$ cat src/rtl/core/qrs_div_cell.sv
// One cell of the divider chain: one quotient bit for each of two lanes.
// Depends on nothing; instantiated by quadratic_root_solver.
module qrs_div_cell #(
	parameter int NW = 8,
	parameter int DW = 4,
	parameter int SIDE_W = 1
) (
	input  logic              clk,
	input  logic              arst_n,
	input  logic              en,
	input  logic              vld_in,
	input  logic [NW-1:0]     num0_in,
	input  logic [NW-1:0]     num1_in,
	input  logic [DW-1:0]     rem0_in,
	input  logic [DW-1:0]     rem1_in,
	input  logic [DW-1:0]     dvs_in,
	input  logic [SIDE_W-1:0] side_in,
	output logic              vld_out,
	output logic [NW-1:0]     num0_out,
	output logic [NW-1:0]     num1_out,
	output logic [DW-1:0]     rem0_out,
	output logic [DW-1:0]     rem1_out,
	output logic [DW-1:0]     dvs_out,
	output logic [SIDE_W-1:0] side_out
);

	logic [DW:0] t0, t1, dx;
	logic        ge0, ge1;

	// Shift in the next numerator bit and subtract the divisor where it fits.
	always_comb begin
		dx  = {1'b0, dvs_in};
		t0  = {rem0_in, num0_in[NW-1]};
		t1  = {rem1_in, num1_in[NW-1]};
		ge0 = (t0 >= dx);
		ge1 = (t1 >= dx);
	end

	always_ff @(posedge clk or negedge arst_n) begin
		if (!arst_n) begin
			vld_out <= 1'b0;
		end else if (en) begin
			vld_out <= vld_in;
		end
	end

	always_ff @(posedge clk) begin
		if (en) begin
			rem0_out <= ge0 ? DW'(t0 - dx) : t0[DW-1:0];
			rem1_out <= ge1 ? DW'(t1 - dx) : t1[DW-1:0];
			num0_out <= {num0_in[NW-2:0], ge0};
			num1_out <= {num1_in[NW-2:0], ge1};
			dvs_out  <= dvs_in;
			side_out <= side_in;
		end
	end

endmodule

$ cat config.mk
export PLATFORM = sky130hd
export DESIGN_NAME = qrs_div_cell
export DESIGN_NICKNAME = d
export VERILOG_FILES = /design/src/rtl/core/qrs_div_cell.sv
export SDC_FILE = /design/constraint.sdc
export NUM_CORES = 1
export LEC_CHECK = 0
export BUFFER_PORTS_ARGS = -buffer_cell sky130_fd_sc_hd__buf_4
export CAP_MARGIN = 20
export CORE_MARGIN = 3
export CORE_UTILIZATION = 46
export DETAILED_ROUTE_END_ITERATION = 6
export PLACE_DENSITY = 0.86
export SYNTH_ARGS = -nofsm -noshare
export SYNTH_HDL_FRONTEND = slang
export SYNTH_SLANG_ARGS = --single-unit
$ cat constraint.sdc
create_clock -name clk -period 2 [get_ports clk]
set_input_delay 0.2 -clock clk [delete_from_list [all_inputs] [get_ports clk]]
set_output_delay 0.2 -clock clk [all_outputs]
set_load 0.05 [all_outputs]
==> summary.md <==
| Metric | Value |
|---|---|
| Wire length of the first global-routing pass | 4.526 mm |
| Routed WL per cell | 17.09 um |
| Hpwl dp | 2.430 mm |
| Synth area leaders | edfxtp_1, ha_1, fa_1, mux2i_1, inv_1 |
| RSZ-0062 raised after global routing | false |
| Hold Crit Class | in2reg |
| Synth Flop Type | edfxtp_1 |
| Slew @ Worst Pin | 0.3942 ns |
| Clock transition at the registers of the reported paths | 0.10 ns |
| Peak supply drop | 0.6165 mV |
| Cells resized by post-CTS repair | 0 |
| Fmax | 0.7415 GHz |
| Top cell type by total area after synthesis | edfxtp_1 |
| Fin area | 0.001884 mm^2 |
| Placed cells | 176 |
| WP data arrival | 1.43 ns |
| Drt drc | 0 |
| Wirelength, routed | 3.162 mm |
| Net count after synthesis | 127 |
| Syn avg cell area | 15.61 um^2 |
| Drt pass-1 iters | 4 |
| WL met3 | 475 um |
| YS warnings | 0 |
| Critical path required time | 2.08 ns |
| CTS Buf Count | 5 |
| Die footprint | 0.003527 mm^2 |
| Largest net degree at the start of global routing | 31 |
| Max_slew headroom | 0.7372 |
| Layout cells sized above 1 | 0.4903 |
| Vias in the first global route | 949 |
| Max-Cap Viols | 0 |
| Synth top cells by count | edfxtp_1, inv_1, ha_1, nor2_1 |
| Top-count cell post-synth | edfxtp_1 |
| Clock Sinks | 30 |
| GPL Wtd Cong | 0.9448 |
| Final number of max-transition violations | 0 |
| Die Y | 59.39 um |
| Fin. Hold Viols | 0 |
| Ys async rst share | 0.03333 |
| Worst hold slack | 0.04883 ns |
| CTS tree | yes |
| Area growth from synthesis to layout | 43.70% |
| CTS root buf | clkbuf_4 |
| DRT met1 WL | 1.117 mm |
| I/O Buffers | 62 |
| Leak | 0.8405 nW |
| Synthesized flop and latch total | 30 |
| Final setup TNS | 0 ns |
| Grt total ovfl | 0 |
| Critical Path End Type | register |
| Final period util | 0.6743 |
| Routed wl met2 | 1.518 mm |
| Initial Utilization | 0.5063 |
| Maximum root-to-sink buffer count | 2 |
| Critical Path Max Stage Delay | 0.35 ns |
| Antenna-violating nets left | 0 |
| Largest fanout on the critical path | 4 |
| Net count, final | 197 |
| Status | finished clean |
| EDFF count, synth | 29 |
| Highest metal used | met4 |
| Pwr Density | 881.2 mW/mm^2 |
| Tmin final | 1.349 ns |
| Yosys top cell area share | 0.6641 |
| Drt via density | 5.238 |
| Setup violators final | 0 |
| Sequential share of the synthesized area | 0.6832 |
| # Post-CTS Setup Buffers | 0 |
| Startpoint types | input pin |
| # IOs | 63 |
| # H-tree levels | 2 |
| Worst skew pair latency | 0.32 ns |
| Synthesized area | 0.001311 mm^2 |
| Slowest stage cell, crit path | ha_1 |
| Non-Filler Instances | 185 |
| Die X | 59.39 um |
| Core area | 0.002590 mm^2 |
| Row Count | 18 |
| Ant diodes | 0 |
| Netlist cell types | 18 |
| Detailed Route Iter0 Violations | 36 |
| Area of placed instances | 0.001814 mm^2 |
| Via count | 969 |
| Initial antenna violation count | 0 |
| Cells after synthesis | 84 |
| Hold Buf Count CTS | 1 |
| Worst-case clock skew | 0 ns |
| Cell Chain, Critical Path | buf_4 > ha_1 > o21ai_1 > a21oi_2 > nor2_4 > mux2_4 |
| GRT Total Usage | 0.1839 |
| Crit Path Category | in2reg |
-- per-layer routing --
metal,vias to the layer above,track usage
met5,-,0
met4,0,0.09709
met3,5,0.06318
met2,77,0.2995
met1,439,0.2120
li1,448,-
-- flip-flops by register name (all words and copies together) (netlist names) --
register,cells
num0_out,8
side_out,1
dvs_out,4
vld_out,1
rem1_out,4
num1_out,8
rem0_out,4
-- per-stage QoR --
| stage | power, mW | utilization | worst slack [ns] |
|---|---|---|---|
| finish | 1.660 | 0.7275 | 0.6514 |
| global route | 1.723 | 0.7275 | 0.5486 |
| CTS | 1.669 | 0.7275 | 0.6613 |
| detailed placement | 1.298 | 0.7005 | 0.3125 |
| global placement | 1.278 | 0.7005 | 0.3933 |
| floorplan | 1.113 | - | 0.5307 |
-- report_power, final --
group,switching [mW],internal [mW],total [mW]
combinational,0.331,0.174,0.504
clock,0.205,0.170,0.375
sequential,0.0193,0.762,0.781
total,0.555,1.11,1.66
-- cells in the final DEF (no fill, tap or decap), drive strengths merged --
cell,netlist,routed
clkinv,0,1
dfrtp,1,1
nor2,10,10
nor3,4,4
fa,2,2
inv,9,9
a21oi,4,4
o21ai,2,2
dlygate4sd3,0,1
nand4,2,2
mux2i,4,4
clkbuf,0,7
buf,0,62
mux2,3,3
nand2b,2,2
edfxtp,29,29
ha,8,8
xnor2,2,2
nand2,2,2
-- layout make-up --
type,count,area (um^2)
sequential,30,895.9
fill,177,705.7
timing repair buffer,63,475.5
multi-input combinational,45,381.6
clock buffer,7,55.05
tap,30,37.54
inverter,9,33.78
clock inverter,1,5.005
-- critical path, delay by kind of cell --
kind | cells | cell delay [ns]
buffers and inverters | 1 | 0.12
and+or+nand+nor | 1 | 0.16
AOI/OAI and AO/OA | 2 | 0.28
adders and majority gates | 1 | 0.35
muxes | 1 | 0.31
-- kinds of logic (layout without fill, tap and decap cells) --
kind of cell | Yosys count | after routing | share of synthesized area
xor+xnor | 2 | 2 | 0.01336
buf+inv | 9 | 80 | 0.02576
compound gates | 6 | 6 | 0.02863
simple gates | 20 | 20 | 0.08015
mux | 7 | 7 | 0.06202
flops | 30 | 30 | 0.6832
fa+ha+maj | 10 | 10 | 0.1069
-- worst paths after layout --
check	from	to	slack, ns	depth (start not counted)
setup / recovery	rem0_in[1]	rem0_out[2]	0.65	6
hold / removal	dvs_in[2]	dvs_out[2]	0.05	1
setup reg to reg	vld_out	vld_out	1.24	1
hold reg to reg	vld_out	vld_out	0.53	1
max in group asynchronous	arst_n	vld_out	1.74	2
min in group asynchronous	arst_n	vld_out	0.18	2
Note: power is estimated with default switching activity, not from simulation.
