## src/rtl/core/qrs_sqrt_cell.sv

```systemverilog
// One cell of the square root chain: settles one root bit per cycle while enabled.
// Depends on nothing; instantiated by quadratic_root_solver.
module qrs_sqrt_cell #(
	parameter int RW = 8,
	parameter int XW = 16,
	parameter int SIDE_W = 1
) (
	input  logic              clk,
	input  logic              arst_n,
	input  logic              en,
	input  logic              vld_in,
	input  logic [RW-1:0]     root_in,
	input  logic [RW+1:0]     rem_in,
	input  logic [XW-1:0]     rad_in,
	input  logic [SIDE_W-1:0] side_in,
	output logic              vld_out,
	output logic [RW-1:0]     root_out,
	output logic [RW+1:0]     rem_out,
	output logic [XW-1:0]     rad_out,
	output logic [SIDE_W-1:0] side_out
);

	logic [RW+1:0] rem_sh;
	logic [RW+1:0] trial;
	logic          fits;

	// Bring down the next two radicand bits and try the next root bit.
	always_comb begin
		rem_sh = {rem_in[RW-1:0], rad_in[XW-1:XW-2]};
		trial  = {root_in, 2'b01};
		fits   = (rem_sh >= trial);
	end

	always_ff @(posedge clk or negedge arst_n) begin
		if (!arst_n) begin
			vld_out <= 1'b0;
		end else if (en) begin
			vld_out <= vld_in;
		end
	end

	always_ff @(posedge clk) begin
		if (en) begin
			rem_out  <= fits ? (rem_sh - trial) : rem_sh;
			root_out <= {root_in[RW-2:0], fits};
			rad_out  <= {rad_in[XW-3:0], 2'b00};
			side_out <= side_in;
		end
	end

endmodule

```

## config.mk

```make
export PLATFORM = sky130hd
export DESIGN_NAME = qrs_sqrt_cell
export DESIGN_NICKNAME = d
export VERILOG_FILES = /design/src/rtl/core/qrs_sqrt_cell.sv
export SDC_FILE = /design/constraint.sdc
export NUM_CORES = 1
export LEC_CHECK = 0
export BUFFER_PORTS_ARGS = -buffer_cell sky130_fd_sc_hd__buf_2
export CORE_UTILIZATION = 42
export DETAILED_ROUTE_END_ITERATION = 8
export GPL_TIMING_DRIVEN = 0
export PLACE_DENSITY = 0.76
export SYNTH_ARGS = -nofsm -noshare
export SYNTH_HDL_FRONTEND = slang
export SYNTH_SLANG_ARGS = --single-unit
```

## constraint.sdc

```tcl
create_clock -name clk -period 0.8 [get_ports clk]
set_clock_uncertainty 0.15 [all_clocks]
set_input_delay 0.12 -clock clk [delete_from_list [all_inputs] [get_ports clk]]
set_output_delay 0.12 -clock clk [all_outputs]
set_load 0.01 [all_outputs]
```

==> reports/metrics.yaml, run 1 <==
status: "finished, violations left"
violations: "hold timing, setup timing"
cp_data_arrival_time_ns: 1.67
drt-vias-per-instance: 4.94
setup-tns-final_ns: -18.75
wl_mm: 3.48
crit_path_start_kind: "primary input"
synth_top_cell_by_area: "edfxtp_1"
die_area_mm2: 0.00419
initial_core_util_pct: 44.5
drv_cap: 0
p_leak_nw: 1.15
cts_hold_buffers: 1
layout_setup_ws_ns: -0.981
overflow: 0
slew_violations: 0
clock_latency_ns: 0.28
path_cells: "buf_6 > ha_4 > or2_1 > o21a_2 > o221ai_2 > o21a_2 > buf_6 > buf_12 > mux2_4"
power_mw: 4.75
synth_area_leaders: "edfxtp_1, ha_1, mux2_1, inv_1, mux2_2"
clk_pin_slew_worst_paths_ns: 0.07
grt_max_degree: 35
avgSynthCellArea_um2: 14.5
nets: 258
min_period_ns: 1.78
chipWidth_um: 64.8
cts_buffer_depth: 2
synth-seq-area-share_pct: 61.4
rsz0062_at_grt: "true"
hold_path_class: "in2reg"
area_growth_pct: 52.3
n_antenna_cell: 0
track_usage_pct: 18.2
period_share_pct: 223
slowest_delay_ns: 0.29
grt_pass1_vias: 1258
ant_nets: 0
io_pins: 75
clockRootBuffer: "clkbuf_8"
drive_gt1_share_pct: 61.0
required_ns: 0.68
synth_flop_cell: "edfxtp_1"
core.rowCount: 22
whs_ns: -0.145
power.density_mw_per_mm2: 1890
cts_buffers: 5
wl_per_cell_um: 13.5
drtIter0Drc: 84
yosys_warnings: 0
synth_top_area_share_pct: 59.9
antenna_found_initial: 0
core_area_mm2: 0.00372
grt_pass1_wl_mm: 5.66
path_class: "in2reg"
place_congestion: 0.837
cts_tree: "yes"
synth_edf_count: 33
yosys.cell_types.count: 36
num_vias: 1275
slowest_stage: "mux2_4"
die_h_um: 64.8
final_hold_viol_count: 25
max_freq_mhz: 561
dpl.hpwl_mm: 2.31
place_ws_ns: -1.36
worst_ir_drop_vdd_mv: 0.900
ys_seq_elements: 34
synthArstFlopShare_pct: 2.94
worstSetupEndpointType: "flop"
drc_errors: 0
drtPass1Iterations: 4
fill_cells: 274
htree_levels: 2
io_buffers: 70
clock_sinks: 34
netlist_instances: 114
syn_area_mm2: 0.00165
crit_fanout: 5
setup_viol: 46
## cell families (layout without fill, tap and decap cells)
family | after synthesis | after routing | share of synthesized area [%]
adders and majority gates | 10 | 10 | 7.56
DFF | 34 | 34 | 61.4
muxes | 11 | 11 | 7.34
and+or+nand+nor | 16 | 16 | 5.14
AOI/OAI and AO/OA | 20 | 20 | 10.6
buffers and inverters | 16 | 111 | 4.54
xor gates and xnor gates | 6 | 6 | 3.18
other | 1 | 2 | 0.227
## final cells by class
cell class / instances / area (um^2) / area share (%)
clock inverters: 3 / 16.3 / 0.646
plain buffers: 3 / 35.0 / 1.39
repair buffers: 87 / 557 / 22.1
clock buffers: 5 / 68.8 / 2.73
well taps: 48 / 60.1 / 2.38
flip-flops and latches: 34 / 1020 / 40.3
multi-input cells: 65 / 709 / 28.2
inverters: 13 / 56.3 / 2.24
## cell usage after synthesis (2+ instances only)
cell type	instances
edfxtp_1	33
a21o_1	2
nor2_1	6
nor3_1	2
a211o_1	2
o21a_2	2
mux2_1	5
inv_1	13
o211ai_1	2
mux2i_1	2
a21oi_1	2
ha_1	10
buf_4	2
xnor2_1	5
o21a_1	2
mux2_2	4
## sequential cells by signal, indices dropped and copies added (netlist names)
signal and flops:
rem_out 10, vld_out 1, side_out 1, rad_out 14
root_out 8
## cell usage in the layout (no fill, tap or decap), types with 3 or more instances in the layout
cell type   n
buf_2      62
edfxtp_1   33
buf_4      13
buf_6      11
inv_1       8
mux2_4      8
ha_4        7
nor2_1      5
clkbuf_8    5
xnor2_1     4
inv_4       3
## layer usage
metal | global-route usage, % | wire length (um) | vias to the layer above
li1 | - | - | 610
met1 | 20.4 | 1450 | 582
met2 | 30.7 | 1650 | 74
met3 | 6.51 | 315 | 9
met4 | 8.06 | 70 | 0
met5 | 0 | 0 | -
## critical path, delay by kind of cell
kind                     cells  cell delay (ns)
multiplexers                 1             0.29
AO/OA/AOI/OAI                3             0.55
adder cells (fa/ha/maj)      1             0.15
buffers and inverters        3             0.32
AND/OR/NAND/NOR              1             0.24
## what timing repair did
| item | 4_1_cts | 5_1_grt |
|---|---|---|
| hold endpoints to repair | 26 | 26 |
| pin swaps | 11 | 5 |
| gates resized for setup | 33 | 7 |
| cloned | 1 | 0 |
| setup buffers | 13 | 4 |
| endpoints found under the setup margin | 79 | 46 |
## stage by stage
stage               util (%)  cell area [um^2]  std cells
finish                  67.8              2520        258
global route            67.8              2520        258
CTS                     67.3              2500        256
detailed placement      57.5              2140        233
global placement        57.5              2140        233
floorplan                  -              1730        115
## power by group
group / switching, mW / internal [mW] / total (mW)
combinational: 0.579 / 0.745 / 1.32
clock: 0.627 / 0.595 / 1.22
sequential: 0.0397 / 2.17 / 2.21
## final timing paths
path                            cells after the start          end        from  slack (ns)
worst max-delay path                                9   rem_out[4]   rem_in[1]       -0.98
worst min-delay path                                1  root_out[3]  root_in[2]       -0.14
worst max register to register                      2      vld_out     vld_out       -0.22
worst min register to register                      2      vld_out     vld_out        0.46
max in group asynchronous                           2      vld_out      arst_n        0.41
min in group asynchronous                           2      vld_out      arst_n           0
No activity file was read; power rests on OpenSTA's default activity.
==> run 2, diff against run 1 <==
--- a/config.mk
+++ b/config.mk
@@ -6,10 +6,11 @@
 export NUM_CORES = 1
 export LEC_CHECK = 0
 export BUFFER_PORTS_ARGS = -buffer_cell sky130_fd_sc_hd__buf_2
+export CORE_ASPECT_RATIO = 1.75
 export CORE_UTILIZATION = 42
 export DETAILED_ROUTE_END_ITERATION = 8
 export GPL_TIMING_DRIVEN = 0
-export PLACE_DENSITY = 0.76
+export PLACE_DENSITY = 0.8
 export SYNTH_ARGS = -nofsm -noshare
 export SYNTH_HDL_FRONTEND = slang
 export SYNTH_SLANG_ARGS = --single-unit
==> run 2 against run 1 <==
Effect of this change:
- the flow still finishes with violations (hold timing, setup timing)
- sequential power barely moved
- via count up 3.3%
- critical path depth stayed put
- wire length is 19% higher
- sequential share of layout area rose by 0.18 points
- flip-flop and latch count did not move
- cell area down 0.45%
- maximum frequency increased by 0.96%
- non-clock buffer count is 2 lower
- die area increased by 0.24%
- hold slack worse by 0.0074 ns
- core utilization barely moved
- critical path type unchanged
- critical endpoint is now rem_out[5]
- largest power group unchanged
==> reports/metrics.yaml, run 2 (synthesis results as in run 1) <==
clk_pin_slew_worst_paths_ns: 0.07
final_hold_viol_count: 27
clock_sinks: 34
crit_top_cell: "a21o_1"
area_growth_pct: 51.6
min_period_ns: 1.76
cts_buffers: 5
setup-tns-final_ns: -18.99
crit_path_start_kind: "primary input"
worst_ir_drop_vdd_mv: 1.48
cts_hold_buffers: 1
htree_levels: 2
fill_cells: 259
hold_path_class: "in2reg"
rsz0062_at_grt: "true"
slowest_delay_ns: 0.30
drt-vias-per-instance: 5.19
clock_latency_ns: 0.29
initial_core_util_pct: 44.7
multi_input_area_um2: 731
p_leak_nw: 1.14
drc_errors: 0
crit_fanout: 5
drtIter0Drc: 48
overflow: 0
drtPass1Iterations: 5
layout_setup_ws_ns: -0.965
whs_ns: -0.152
io_buffers: 70
cp_data_arrival_time_ns: 1.65
slew_violations: 0
drv_cap: 0
ff_latch_area_mm2: 0.00102
dp.cells: 231
antenna_found_initial: 0
nets: 256
layout_common_cells: "buf_2, edfxtp_1, buf_4"
core.rowCount: 29
die_area_mm2: 0.00420
core_area_mm2: 0.00370
grt_pass1_vias: 1269
chipWidth_um: 49.4
path_class: "in2reg"
place_congestion: 0.799
final_common_cell: "buf_2"
required_ns: 0.69
grt_pass1_wl_mm: 6.07
die_h_um: 85.0
wl_per_cell_um: 16.3
cts_tree: "yes"
clockRootBuffer: "clkbuf_8"
num_vias: 1317
dpl.hpwl_mm: 2.61
slowest_stage: "mux2_4"
regMostFlops: "rad_out"
status: "finished, violations left"
crit_family: "compound AO/OA/AOI/OAI gates"
top_regs: "rad_out (14), rem_out (10), root_out (8)"
wl_mm: 4.13
power.density_mw_per_mm2: 1900
ant_nets: 0
critical_path_buf_inv_count: 3
violations: "hold timing, setup timing"
setup_viol: 46
drive_gt1_share_pct: 60.1
io_pins: 75
track_usage_pct: 20.2
grt_max_degree: 35
n_antenna_cell: 0
largest_reg_flops: 14
max_freq_mhz: 567
worstSetupEndpointType: "flop"
path_cells: "buf_8 > inv_4 > ha_4 > a21o_1 > a21o_1 > nor3_2 > o21a_2 > buf_6 > mux2_4"
cts_buffer_depth: 2
stdcell_count: 254
period_share_pct: 221
[run 2: layer usage]
| layer | GRT usage (%) | share of wire, % | vias up | wire length (um) |
|---|---|---|---|---|
| li1 | - | - | 609 | - |
| met1 | 19.2 | 33 | 621 | 1370 |
| met2 | 36.5 | 56 | 70 | 2300 |
| met3 | 5.73 | 6.2 | 17 | 258 |
| met4 | 13.8 | 5.0 | 0 | 208 |
| met5 | 0 | 0 | - | 0 |
[run 2: repair_timing]
action / CTS / global route
pin swaps: 17 / 6
gates cloned: 1 / 0
resized for setup: 34 / 9
hold endpoints to repair: 27 / 27
endpoints found under the setup margin: 79 / 46
setup buffers: 13 / 2
[run 2: worst paths after layout]
check / from / end / slack [ns] / depth (start not counted)
max: root_in[4] / rem_out[5] / -0.96 / 9
max reg2reg: vld_out / vld_out / -0.09 / 1
min: rad_in[6] / rad_out[8] / -0.15 / 1
min reg2reg: vld_out / vld_out / 0.37 / 1
min in group asynchronous: arst_n / vld_out / 0 / 2
max in group asynchronous: arst_n / vld_out / 0.42 / 2
[run 2: where the power goes]
group	switching, mW	internal (mW)	total (mW)
sequential	0.0399	2.17	2.21
combinational	0.610	0.726	1.34
clock	0.619	0.598	1.22
[run 2: stage by stage]
stage	setup slack [ns]	area [um^2]	hold slack, ns	power (mW)	utilization [%]
3_5_place_dp	-1.35	2130	-0.254	3.28	57.7
3_3_place_gp	-1.33	2130	-0.255	3.24	57.7
5_1_grt	-1.03	2510	-0.157	4.93	67.7
6_report	-0.965	2510	-0.152	4.76	67.7
4_1_cts	-0.964	2510	-0.150	4.75	67.9
2_1_floorplan	-1.09	1730	-0.326	2.90	-
[run 2: final cells by class]
type	count	share of cell area, %
timing repair buffer	86	22.0
tap	46	2.30
buffer	2	0.599
clock buffer	6	2.89
multi-input combinational	65	29.1
clock inverter	2	0.349
inverter	13	2.25
sequential	34	40.5
